<file path="src/design/rbnh_pkg.sv">
package rbnh_pkg;

    localparam int MAX_BOXES = 4096;
    localparam int CNT_W     = $clog2(MAX_BOXES);
    localparam int IDX_W     = 12;

    localparam int COORD_W = 32;
    localparam int DIR_W   = 18;
    localparam int DIST_W  = 32;

    // numerator magnitude: |bound - origin| (33 bits) shifted left by 16
    localparam int NUM_W = 49;
    // quotient register, padded to an even width for two bits per cycle
    localparam int QUO_W = 50;
    localparam int REM_W = DIR_W + 1;
    localparam int DIV_ITER = QUO_W / 2;
    localparam int ITER_W = $clog2(DIV_ITER + 1);
    // signed distance along the ray
    localparam int T_W = QUO_W + 1;

    // configuration register indexes
    localparam logic [2:0] REG_ORIGIN_X = 3'd0;
    localparam logic [2:0] REG_ORIGIN_Y = 3'd1;
    localparam logic [2:0] REG_ORIGIN_Z = 3'd2;
    localparam logic [2:0] REG_DIR_X    = 3'd3;
    localparam logic [2:0] REG_DIR_Y    = 3'd4;
    localparam logic [2:0] REG_DIR_Z    = 3'd5;

    localparam logic signed [DIR_W-1:0] DIR_Z_RESET = 18'sd65536;

    typedef struct packed {
        logic             start;
        logic [NUM_W-1:0] num;
        logic [DIR_W-1:0] den;
    } div_req_t;

    typedef struct packed {
        logic             done;
        logic [QUO_W-1:0] quo;
    } div_rsp_t;

endpackage

</file>
<file path="src/design/rbnh_div.sv">
module rbnh_div (
    input  logic              clk,
    input  logic              rst_n,
    input  rbnh_pkg::div_req_t req,
    output rbnh_pkg::div_rsp_t rsp
);
    import rbnh_pkg::*;

    logic [REM_W-1:0]  rem_reg, rem_next;
    logic [QUO_W-1:0]  quo_reg, quo_next;
    logic [DIR_W-1:0]  den_reg;
    logic [ITER_W-1:0] cnt_reg, cnt_next;
    logic              busy_reg, busy_next;
    logic              done_reg, done_next;

    logic [REM_W-1:0] den_ext;
    logic [REM_W-1:0] r1, r1s, r2, r2s;
    logic [QUO_W-1:0] q1;
    logic             ge1, ge2;

    // two restoring steps per cycle
    always_comb
    begin
        den_ext = {1'b0, den_reg};
        r1  = {rem_reg[REM_W-2:0], quo_reg[QUO_W-1]};
        ge1 = (r1 >= den_ext);
        r1s = ge1 ? (r1 - den_ext) : r1;
        q1  = {quo_reg[QUO_W-2:0], ge1};
        r2  = {r1s[REM_W-2:0], q1[QUO_W-1]};
        ge2 = (r2 >= den_ext);
        r2s = ge2 ? (r2 - den_ext) : r2;
    end

    // advance the iteration
    always_comb
    begin
        rem_next  = rem_reg;
        quo_next  = quo_reg;
        cnt_next  = cnt_reg;
        busy_next = busy_reg;
        done_next = 1'b0;
        if (req.start)
        begin
            rem_next  = '0;
            quo_next  = {{(QUO_W-NUM_W){1'b0}}, req.num};
            cnt_next  = '0;
            busy_next = 1'b1;
        end
        else if (busy_reg)
        begin
            rem_next = r2s;
            quo_next = {q1[QUO_W-2:0], ge2};
            cnt_next = cnt_reg + 1'b1;
            if (cnt_reg == ITER_W'(DIV_ITER - 1))
            begin
                busy_next = 1'b0;
                done_next = 1'b1;
            end
        end
    end

    always_ff @(posedge clk or negedge rst_n)
    begin
        if (!rst_n)
        begin
            busy_reg <= 1'b0;
            done_reg <= 1'b0;
            cnt_reg  <= '0;
        end
        else
        begin
            busy_reg <= busy_next;
            done_reg <= done_next;
            cnt_reg  <= cnt_next;
        end
    end

    always_ff @(posedge clk)
    begin
        rem_reg <= rem_next;
        quo_reg <= quo_next;
        if (req.start)
        begin
            den_reg <= req.den;
        end
    end

    assign rsp.done = done_reg;
    assign rsp.quo  = quo_reg;

endmodule

</file>
<file path="src/design/ray_box_nearest_hit_top.sv">
// Sequence: each slab distance takes a setup state (S_SETUP), the divider at two
// quotient bits per cycle and its done flag (S_DIV); each dividing axis adds a compare
// state (S_AXIS), then S_FINAL and S_OUT end the box. An axis that is parallel or an
// axis that already shows a miss shortens the run.
// Boxes: one at a time; input is ready again once the result is loaded.
// Reset: origin 0, direction (0,0,1.0), set state cleared (no hit, distance all ones).
module ray_box_nearest_hit_top (
    input  logic        clk,
    input  logic        rst_n,
    input  logic        cfg_we,
    input  logic [2:0]  cfg_index,
    input  logic [31:0] cfg_data,
    input  logic        in_valid,
    output logic        in_ready,
    input  logic signed [31:0] min_x,
    input  logic signed [31:0] min_y,
    input  logic signed [31:0] min_z,
    input  logic signed [31:0] max_x,
    input  logic signed [31:0] max_y,
    input  logic signed [31:0] max_z,
    input  logic        last_box,
    output logic        out_valid,
    input  logic        out_ready,
    output logic        hit,
    output logic [31:0] hit_distance,
    output logic [11:0] best_index,
    output logic [31:0] best_distance,
    output logic        any_hit,
    output logic        set_done
);
    import rbnh_pkg::*;

    localparam logic [2:0] S_IDLE  = 3'd0;
    localparam logic [2:0] S_SETUP = 3'd1;
    localparam logic [2:0] S_DIV   = 3'd2;
    localparam logic [2:0] S_AXIS  = 3'd3;
    localparam logic [2:0] S_FINAL = 3'd4;
    localparam logic [2:0] S_OUT   = 3'd5;

    localparam logic signed [T_W-1:0] T_LOW  = {1'b1, {(T_W-1){1'b0}}};
    localparam logic signed [T_W-1:0] T_HIGH = {1'b0, {(T_W-1){1'b1}}};
    localparam logic signed [T_W-1:0] T_SAT  = T_W'(64'hFFFF_FFFF);

    // configuration
    logic signed [COORD_W-1:0] org_reg [3];
    logic signed [DIR_W-1:0]   dir_reg [3];

    // box beat
    logic signed [COORD_W-1:0] lo_reg [3];
    logic signed [COORD_W-1:0] hi_reg [3];
    logic                      last_reg;

    // sequencer
    logic [2:0] state_reg, state_next;
    logic [1:0] axis_reg, axis_next;
    logic       side_reg, side_next;
    logic       neg_reg;
    logic       miss_reg, miss_next;
    logic signed [T_W-1:0] t1_reg, tmin_reg, tmin_next, tmax_reg, tmax_next;
    logic       hit_reg;
    logic [DIST_W-1:0] dist_reg;

    // set state
    logic [CNT_W-1:0]  cnt_reg;
    logic [DIST_W-1:0] near_dist_reg;
    logic [CNT_W-1:0]  near_idx_reg;
    logic              found_reg;

    div_req_t dreq;
    div_rsp_t drsp;

    logic signed [COORD_W-1:0] cur_org, cur_bound;
    logic signed [DIR_W-1:0]   cur_dir;
    logic signed [COORD_W:0]   diff;
    logic [COORD_W:0]          diff_mag;
    logic                      cur_neg;
    logic signed [T_W-1:0]     t_cur, t_lo, t_hi, tsel;
    logic                      par_miss, take_best, out_free;

    rbnh_div u_div (
        .clk  (clk),
        .rst_n(rst_n),
        .req  (dreq),
        .rsp  (drsp)
    );

    // pick the operands of the current axis and bound
    always_comb
    begin
        cur_org   = org_reg[axis_reg];
        cur_dir   = dir_reg[axis_reg];
        cur_bound = side_reg ? hi_reg[axis_reg] : lo_reg[axis_reg];
        diff      = {cur_bound[COORD_W-1], cur_bound} - {cur_org[COORD_W-1], cur_org};
        diff_mag  = diff[COORD_W] ? (COORD_W+1)'(-diff) : diff;
        cur_neg   = diff[COORD_W] ^ cur_dir[DIR_W-1];
        par_miss  = (cur_org < lo_reg[axis_reg]) || (cur_org > hi_reg[axis_reg]);
        dreq.num  = {diff_mag, 16'b0};
        dreq.den  = cur_dir[DIR_W-1] ? DIR_W'(-cur_dir) : cur_dir;
        dreq.start = (state_reg == S_SETUP) && (cur_dir != '0);
        t_cur = neg_reg ? -$signed({1'b0, drsp.quo}) : $signed({1'b0, drsp.quo});
        t_lo  = (t1_reg > t_cur) ? t_cur : t1_reg;
        t_hi  = (t1_reg > t_cur) ? t1_reg : t_cur;
        tsel  = (tmin_reg >= 0) ? tmin_reg : tmax_reg;
    end

    assign out_free  = !out_valid || out_ready;
    assign in_ready  = (state_reg == S_IDLE);
    assign take_best = hit_reg && (!found_reg || (dist_reg < near_dist_reg));

    // sequence the axes, bounds and divisions
    always_comb
    begin
        state_next = state_reg;
        axis_next  = axis_reg;
        side_next  = side_reg;
        miss_next  = miss_reg;
        tmin_next  = tmin_reg;
        tmax_next  = tmax_reg;
        unique case (state_reg)
            S_IDLE:
            begin
                if (in_valid)
                begin
                    state_next = S_SETUP;
                    axis_next  = 2'd0;
                    side_next  = 1'b0;
                    miss_next  = 1'b0;
                    tmin_next  = T_LOW;
                    tmax_next  = T_HIGH;
                end
            end
            S_SETUP:
            begin
                if (cur_dir != '0)
                begin
                    state_next = S_DIV;
                end
                else if (par_miss)
                begin
                    miss_next  = 1'b1;
                    state_next = S_FINAL;
                end
                else
                begin
                    state_next = (axis_reg == 2'd2) ? S_FINAL : S_SETUP;
                    axis_next  = axis_reg + 2'd1;
                end
            end
            S_DIV:
            begin
                if (drsp.done)
                begin
                    if (!side_reg)
                    begin
                        side_next  = 1'b1;
                        state_next = S_SETUP;
                    end
                    else
                    begin
                        state_next = S_AXIS;
                        if (t_lo > tmin_reg)
                        begin
                            tmin_next = t_lo;
                        end
                        if (t_hi < tmax_reg)
                        begin
                            tmax_next = t_hi;
                        end
                    end
                end
            end
            S_AXIS:
            begin
                side_next = 1'b0;
                if (tmin_reg > tmax_reg)
                begin
                    miss_next  = 1'b1;
                    state_next = S_FINAL;
                end
                else
                begin
                    state_next = (axis_reg == 2'd2) ? S_FINAL : S_SETUP;
                    axis_next  = axis_reg + 2'd1;
                end
            end
            S_FINAL:
            begin
                state_next = S_OUT;
            end
            S_OUT:
            begin
                if (out_free)
                begin
                    state_next = S_IDLE;
                end
            end
            default:
            begin
                state_next = S_IDLE;
            end
        endcase
    end

    always_ff @(posedge clk or negedge rst_n)
    begin
        if (!rst_n)
        begin
            state_reg     <= S_IDLE;
            axis_reg      <= '0;
            side_reg      <= 1'b0;
            miss_reg      <= 1'b0;
            out_valid     <= 1'b0;
            cnt_reg       <= '0;
            near_dist_reg <= '1;
            near_idx_reg  <= '0;
            found_reg     <= 1'b0;
            org_reg[0]    <= '0;
            org_reg[1]    <= '0;
            org_reg[2]    <= '0;
            dir_reg[0]    <= '0;
            dir_reg[1]    <= '0;
            dir_reg[2]    <= DIR_Z_RESET;
        end
        else
        begin
            state_reg <= state_next;
            axis_reg  <= axis_next;
            side_reg  <= side_next;
            miss_reg  <= miss_next;

            // take configuration writes
            if (cfg_we)
            begin
                unique case (cfg_index)
                    REG_ORIGIN_X: org_reg[0] <= cfg_data;
                    REG_ORIGIN_Y: org_reg[1] <= cfg_data;
                    REG_ORIGIN_Z: org_reg[2] <= cfg_data;
                    REG_DIR_X:    dir_reg[0] <= cfg_data[DIR_W-1:0];
                    REG_DIR_Y:    dir_reg[1] <= cfg_data[DIR_W-1:0];
                    REG_DIR_Z:    dir_reg[2] <= cfg_data[DIR_W-1:0];
                    default:      ;
                endcase
            end

            // load the result and update the set state
            if ((state_reg == S_OUT) && out_free)
            begin
                out_valid <= 1'b1;
                if (last_reg)
                begin
                    cnt_reg       <= '0;
                    near_dist_reg <= '1;
                    near_idx_reg  <= '0;
                    found_reg     <= 1'b0;
                end
                else
                begin
                    if (cnt_reg != CNT_W'(MAX_BOXES - 1))
                    begin
                        cnt_reg <= cnt_reg + 1'b1;
                    end
                    if (take_best)
                    begin
                        near_dist_reg <= dist_reg;
                        near_idx_reg  <= cnt_reg;
                    end
                    if (hit_reg)
                    begin
                        found_reg <= 1'b1;
                    end
                end
            end
            // drop the result beat once taken
            else if (out_valid && out_ready)
            begin
                out_valid <= 1'b0;
            end
        end
    end

    // payload registers
    always_ff @(posedge clk)
    begin
        if (in_valid && in_ready)
        begin
            lo_reg[0] <= min_x;
            lo_reg[1] <= min_y;
            lo_reg[2] <= min_z;
            hi_reg[0] <= max_x;
            hi_reg[1] <= max_y;
            hi_reg[2] <= max_z;
            last_reg  <= last_box;
        end
        tmin_reg <= tmin_next;
        tmax_reg <= tmax_next;
        if (state_reg == S_SETUP)
        begin
            neg_reg <= cur_neg;
        end
        if ((state_reg == S_DIV) && drsp.done && !side_reg)
        begin
            t1_reg <= t_cur;
        end
        if (state_reg == S_FINAL)
        begin
            hit_reg  <= !miss_reg && (tsel >= 0);
            dist_reg <= (miss_reg || (tsel < 0)) ? '0 :
                        (tsel > T_SAT) ? '1 : tsel[DIST_W-1:0];
        end
        if ((state_reg == S_OUT) && out_free)
        begin
            hit           <= hit_reg;
            hit_distance  <= dist_reg;
            best_index    <= IDX_W'(take_best ? cnt_reg : near_idx_reg);
            best_distance <= take_best ? dist_reg : near_dist_reg;
            any_hit       <= found_reg || hit_reg;
            set_done      <= last_reg;
        end
    end

endmodule

</file>
<file path="config.mk">
export PLATFORM = sky130hd
export DESIGN_NAME = ray_box_nearest_hit_top
export DESIGN_NICKNAME = d
export VERILOG_FILES = /design/src/design/rbnh_pkg.sv /design/src/design/rbnh_div.sv /design/src/design/ray_box_nearest_hit_top.sv
export SDC_FILE = /design/constraint.sdc
export NUM_CORES = 2
export LEC_CHECK = 0
export BUFFER_PORTS_ARGS = -buffer_cell sky130_fd_sc_hd__buf_2
export CELL_PAD_IN_SITES_DETAIL_PLACEMENT = 1
export CELL_PAD_IN_SITES_GLOBAL_PLACEMENT = 1
export CORE_MARGIN = 5
export CORE_UTILIZATION = 40
export CTS_CLUSTER_SIZE = 10
export DETAILED_ROUTE_END_ITERATION = 10
export PLACE_DENSITY = 0.79
export SYNTH_ARGS = -nofsm -noshare
export SYNTH_HDL_FRONTEND = slang
export SYNTH_SLANG_ARGS = --single-unit
</file>
<file path="constraint.sdc">
create_clock -name clk -period 13.9 [get_ports clk]
set_clock_uncertainty 0.1 [all_clocks]
set_input_delay 4.17 -clock clk [delete_from_list [all_inputs] [get_ports clk]]
set_output_delay 4.17 -clock clk [all_outputs]
set_load 0.05 [all_outputs]
</file>
==> qor.yml <==
die:
  die_y_um: 343
  chipWidth_um: 343
  dieArea_mm2: 0.117
  core_mm2: 0.110
  rows: 122
  start_util_pct: 40.1
  num_io_pins: 314
logic_synthesis:
  synth.area.mux_share_pct: 10.1
  synth_cells: 4050
  ys_warn_count: 0
  synth_compound_area_share_pct: 12.6
  synth-xor-area-share_pct: 2.98
  synth_fa_ha_area_share_pct: 10.6
  synthFlopType: "edfxtp_1"
  ys_async_sr_fraction_pct: 28.9
  syn_area_per_cell_um2: 10.9
  synth_edf_count: 510
  ys_seq_area_share_pct: 48.8
  synth_nets: 4655
  synth_top_family_by_area: "compound AO/OA/AOI/OAI gates"
  synth_cell_types: 86
  netlist_area_mm2: 0.0443
  synth_simple_gate_area_share_pct: 10.9
  synth_seq_cells: 767
critical_path:
  cp_max_fo: 112
  reg2regPathDepth: 34
  reg2reg_from: "u_div.quo_reg[21]"
  worst_path_max_delay_cell: "buf_4"
  crit_type: "reg -> reg"
  cp.required_ns: 14.06
  path_buf_inv: 3
  worstPathArrival_ns: 10.49
  regToRegSetupSlack_ns: 3.57
  crit_path_end_kind: "flop"
  path_delay_family: "compound AO/OA/AOI/OAI gates"
  cpPeakStageDelay_ns: 0.90
  reg2reg_to: "tmin_reg[29]"
  startpoint_type: "flop"
grt:
  grt_max_degree: 123
  grt_pass1_wl_mm: 198
  grt_pass1_vias: 34900
  gr-total-overflow: 0
  antenna_found_initial: 5
  grt_usage_pct: 21.1
clock_tree:
  postCtsSetupRepairBufs: 0
  htreeDepth: 3
  cts-resized-gates: 0
  numCtsBuffers: 92
  cts-root-buf: "clkbuf_16"
  cts_sinks: 767
  cts_tree: "yes"
  clkTransAtPathRegs_ns: 0.06
  clock_latency_ns: 0.69
  holdBufCountCts: 0
  clockBufferDepth: 3
routing:
  wl_met3_mm: 5.78
  drt-initial-drc-count: 1709
  drc: 0
  antenna_left: 0
  dr_wl_met2_mm: 64.0
  vias_per_cell: 5.52
  drtPass1Iterations: 5
  drt-met1-wl_mm: 53.6
  dr_total_vias: 32500
  totalWireLength_mm: 127
  top_layer: "met5"
  wl_per_cell_um: 21.5
min_path:
  whs_endpoint: "near_idx_reg[10]"
  whs_path_depth: 2
  hold_start: "near_idx_reg[10]"
  hp-class: "reg -> reg"
cells_and_area:
  num-nets-final: 4933
  drive_gt1_share_pct: 17.1
  syn_to_final_growth_pct: 13.5
timing:
  max_freq_mhz: 96.8
  tightest_slew_ns: 1.11
  rsz0062_at_grt: "false"
  timing.final.crit_share_pct: 74.3
  setup_viol: 0
  relSlewSlack_pct: 24.8
  final_max_slew_viol_count: 0
  tns_ns: 0
  hold_viol: 0
  fin_crit_ns: 10.33
run:
  drv_cap: 0
placement:
  place_congestion: 0.887
  numPortBuffers: 313
  hpwl_mm: 94.8
status:
  status: "finished clean"
## synth_stat cells, types with 42 or more instances
cell      number  area [um2]
o21ai_0      178         891
edfxtp_1     510       15300
nand3_1       72         360
dfrtp_1      189        4730
a21oi_1      332        1660
mux2i_1      211        2110
a21o_1       121         908
xnor2_1      110         963
nor3_1        42         210
ha_1         369        4620
nand4_1       74         463
o21ai_1       48         240
clkbuf_1     132         495
and2_1        63         394
nand2_1      201         754
nand2b_1      86         538
inv_1        283        1060
mux2_2       210        2360
nor2_1       290        1090
## placed cells by master, fill, tap and decap left out, drive strengths merged, types with 201 or more instances in the layout
cell type  netlist  final
buf             34    350
inv            284    285
edfxtp         510    510
o21ai          228    228
ha             369    369
mux2           211    211
a21oi          333    333
mux2i          211    211
nand2          201    201
nor2           290    290
## final cells by class
type                            count  area, um2
Inverter                          285       1080
Clock inverter                     18        253
Antenna cell                        3       7.51
Sequential cell                   767      21600
Multi-Input combinational cell   2832      21000
Tap cell                         1488       1860
Timing Repair Buffer              350       1850
Clock buffer                      148       2540
Fill cell                       12100      60100
## worst max-delay path by stage
stage / startpoint / end / slack (ns) / cells past startpoint
6_report: u_div.quo_reg[21] / tmin_reg[29] / 3.57 / 34
5_1_grt: u_div.quo_reg[21] / tmin_reg[28] / 2.90 / 34
4_1_cts: u_div.quo_reg[21] / tmin_reg[27] / 3.68 / 34
3_5_place_dp: u_div.quo_reg[21] / tmin_reg[27] / 3.84 / 34
3_3_place_gp: u_div.quo_reg[21] / tmin_reg[25] / 4.24 / 34
2_1_floorplan: u_div.quo_reg[21] / tmin_reg[0] / 2.47 / 37
## worst reg2reg max path, delay by kind of cell (launching register included)
kind	cells	cell delay, ns
compound gates	15	3.25
simple gates	12	3.08
buf+inv	3	1.66
fa+ha+maj	2	0.60
mux	1	0.54
flops	1	0.47
xor+xnor	1	0.19
## per-stage QoR
step                hold WS (ns)  area (um2)  std cells  util [%]  setup slack (ns)
floorplan                  0.338       44300       4050         -              2.47
global placement           0.366       47500       5722      43.0              4.24
detailed placement         0.384       47500       5722      43.0              3.84
CTS                        0.394       50300       5888      45.5              3.68
global route               0.412       50300       5890      45.5              2.90
finish                     0.393       50300       5891      45.5              3.57
## per-layer routing
metal | GRT usage, % | vias to the layer above
met4 | 5.52 | 6
li1 | - | 15300
met1 | 26.0 | 16300
met2 | 38.4 | 723
met5 | 0 | -
met3 | 3.27 | 176
## cell families after synthesis
| logic type | after synthesis |
|---|---|
| multiplexers | 422 |
| AND/OR/NAND/NOR | 979 |
| buffers and inverters | 451 |
| flip-flops | 767 |
| adder cells (fa/ha/maj) | 372 |
| AO/OA/AOI/OAI | 909 |
| XOR/XNOR | 150 |
Power is left out: the tool's default activity adds up to more than one toggle a clock period on the data nets, which glitch-free logic cannot reach.
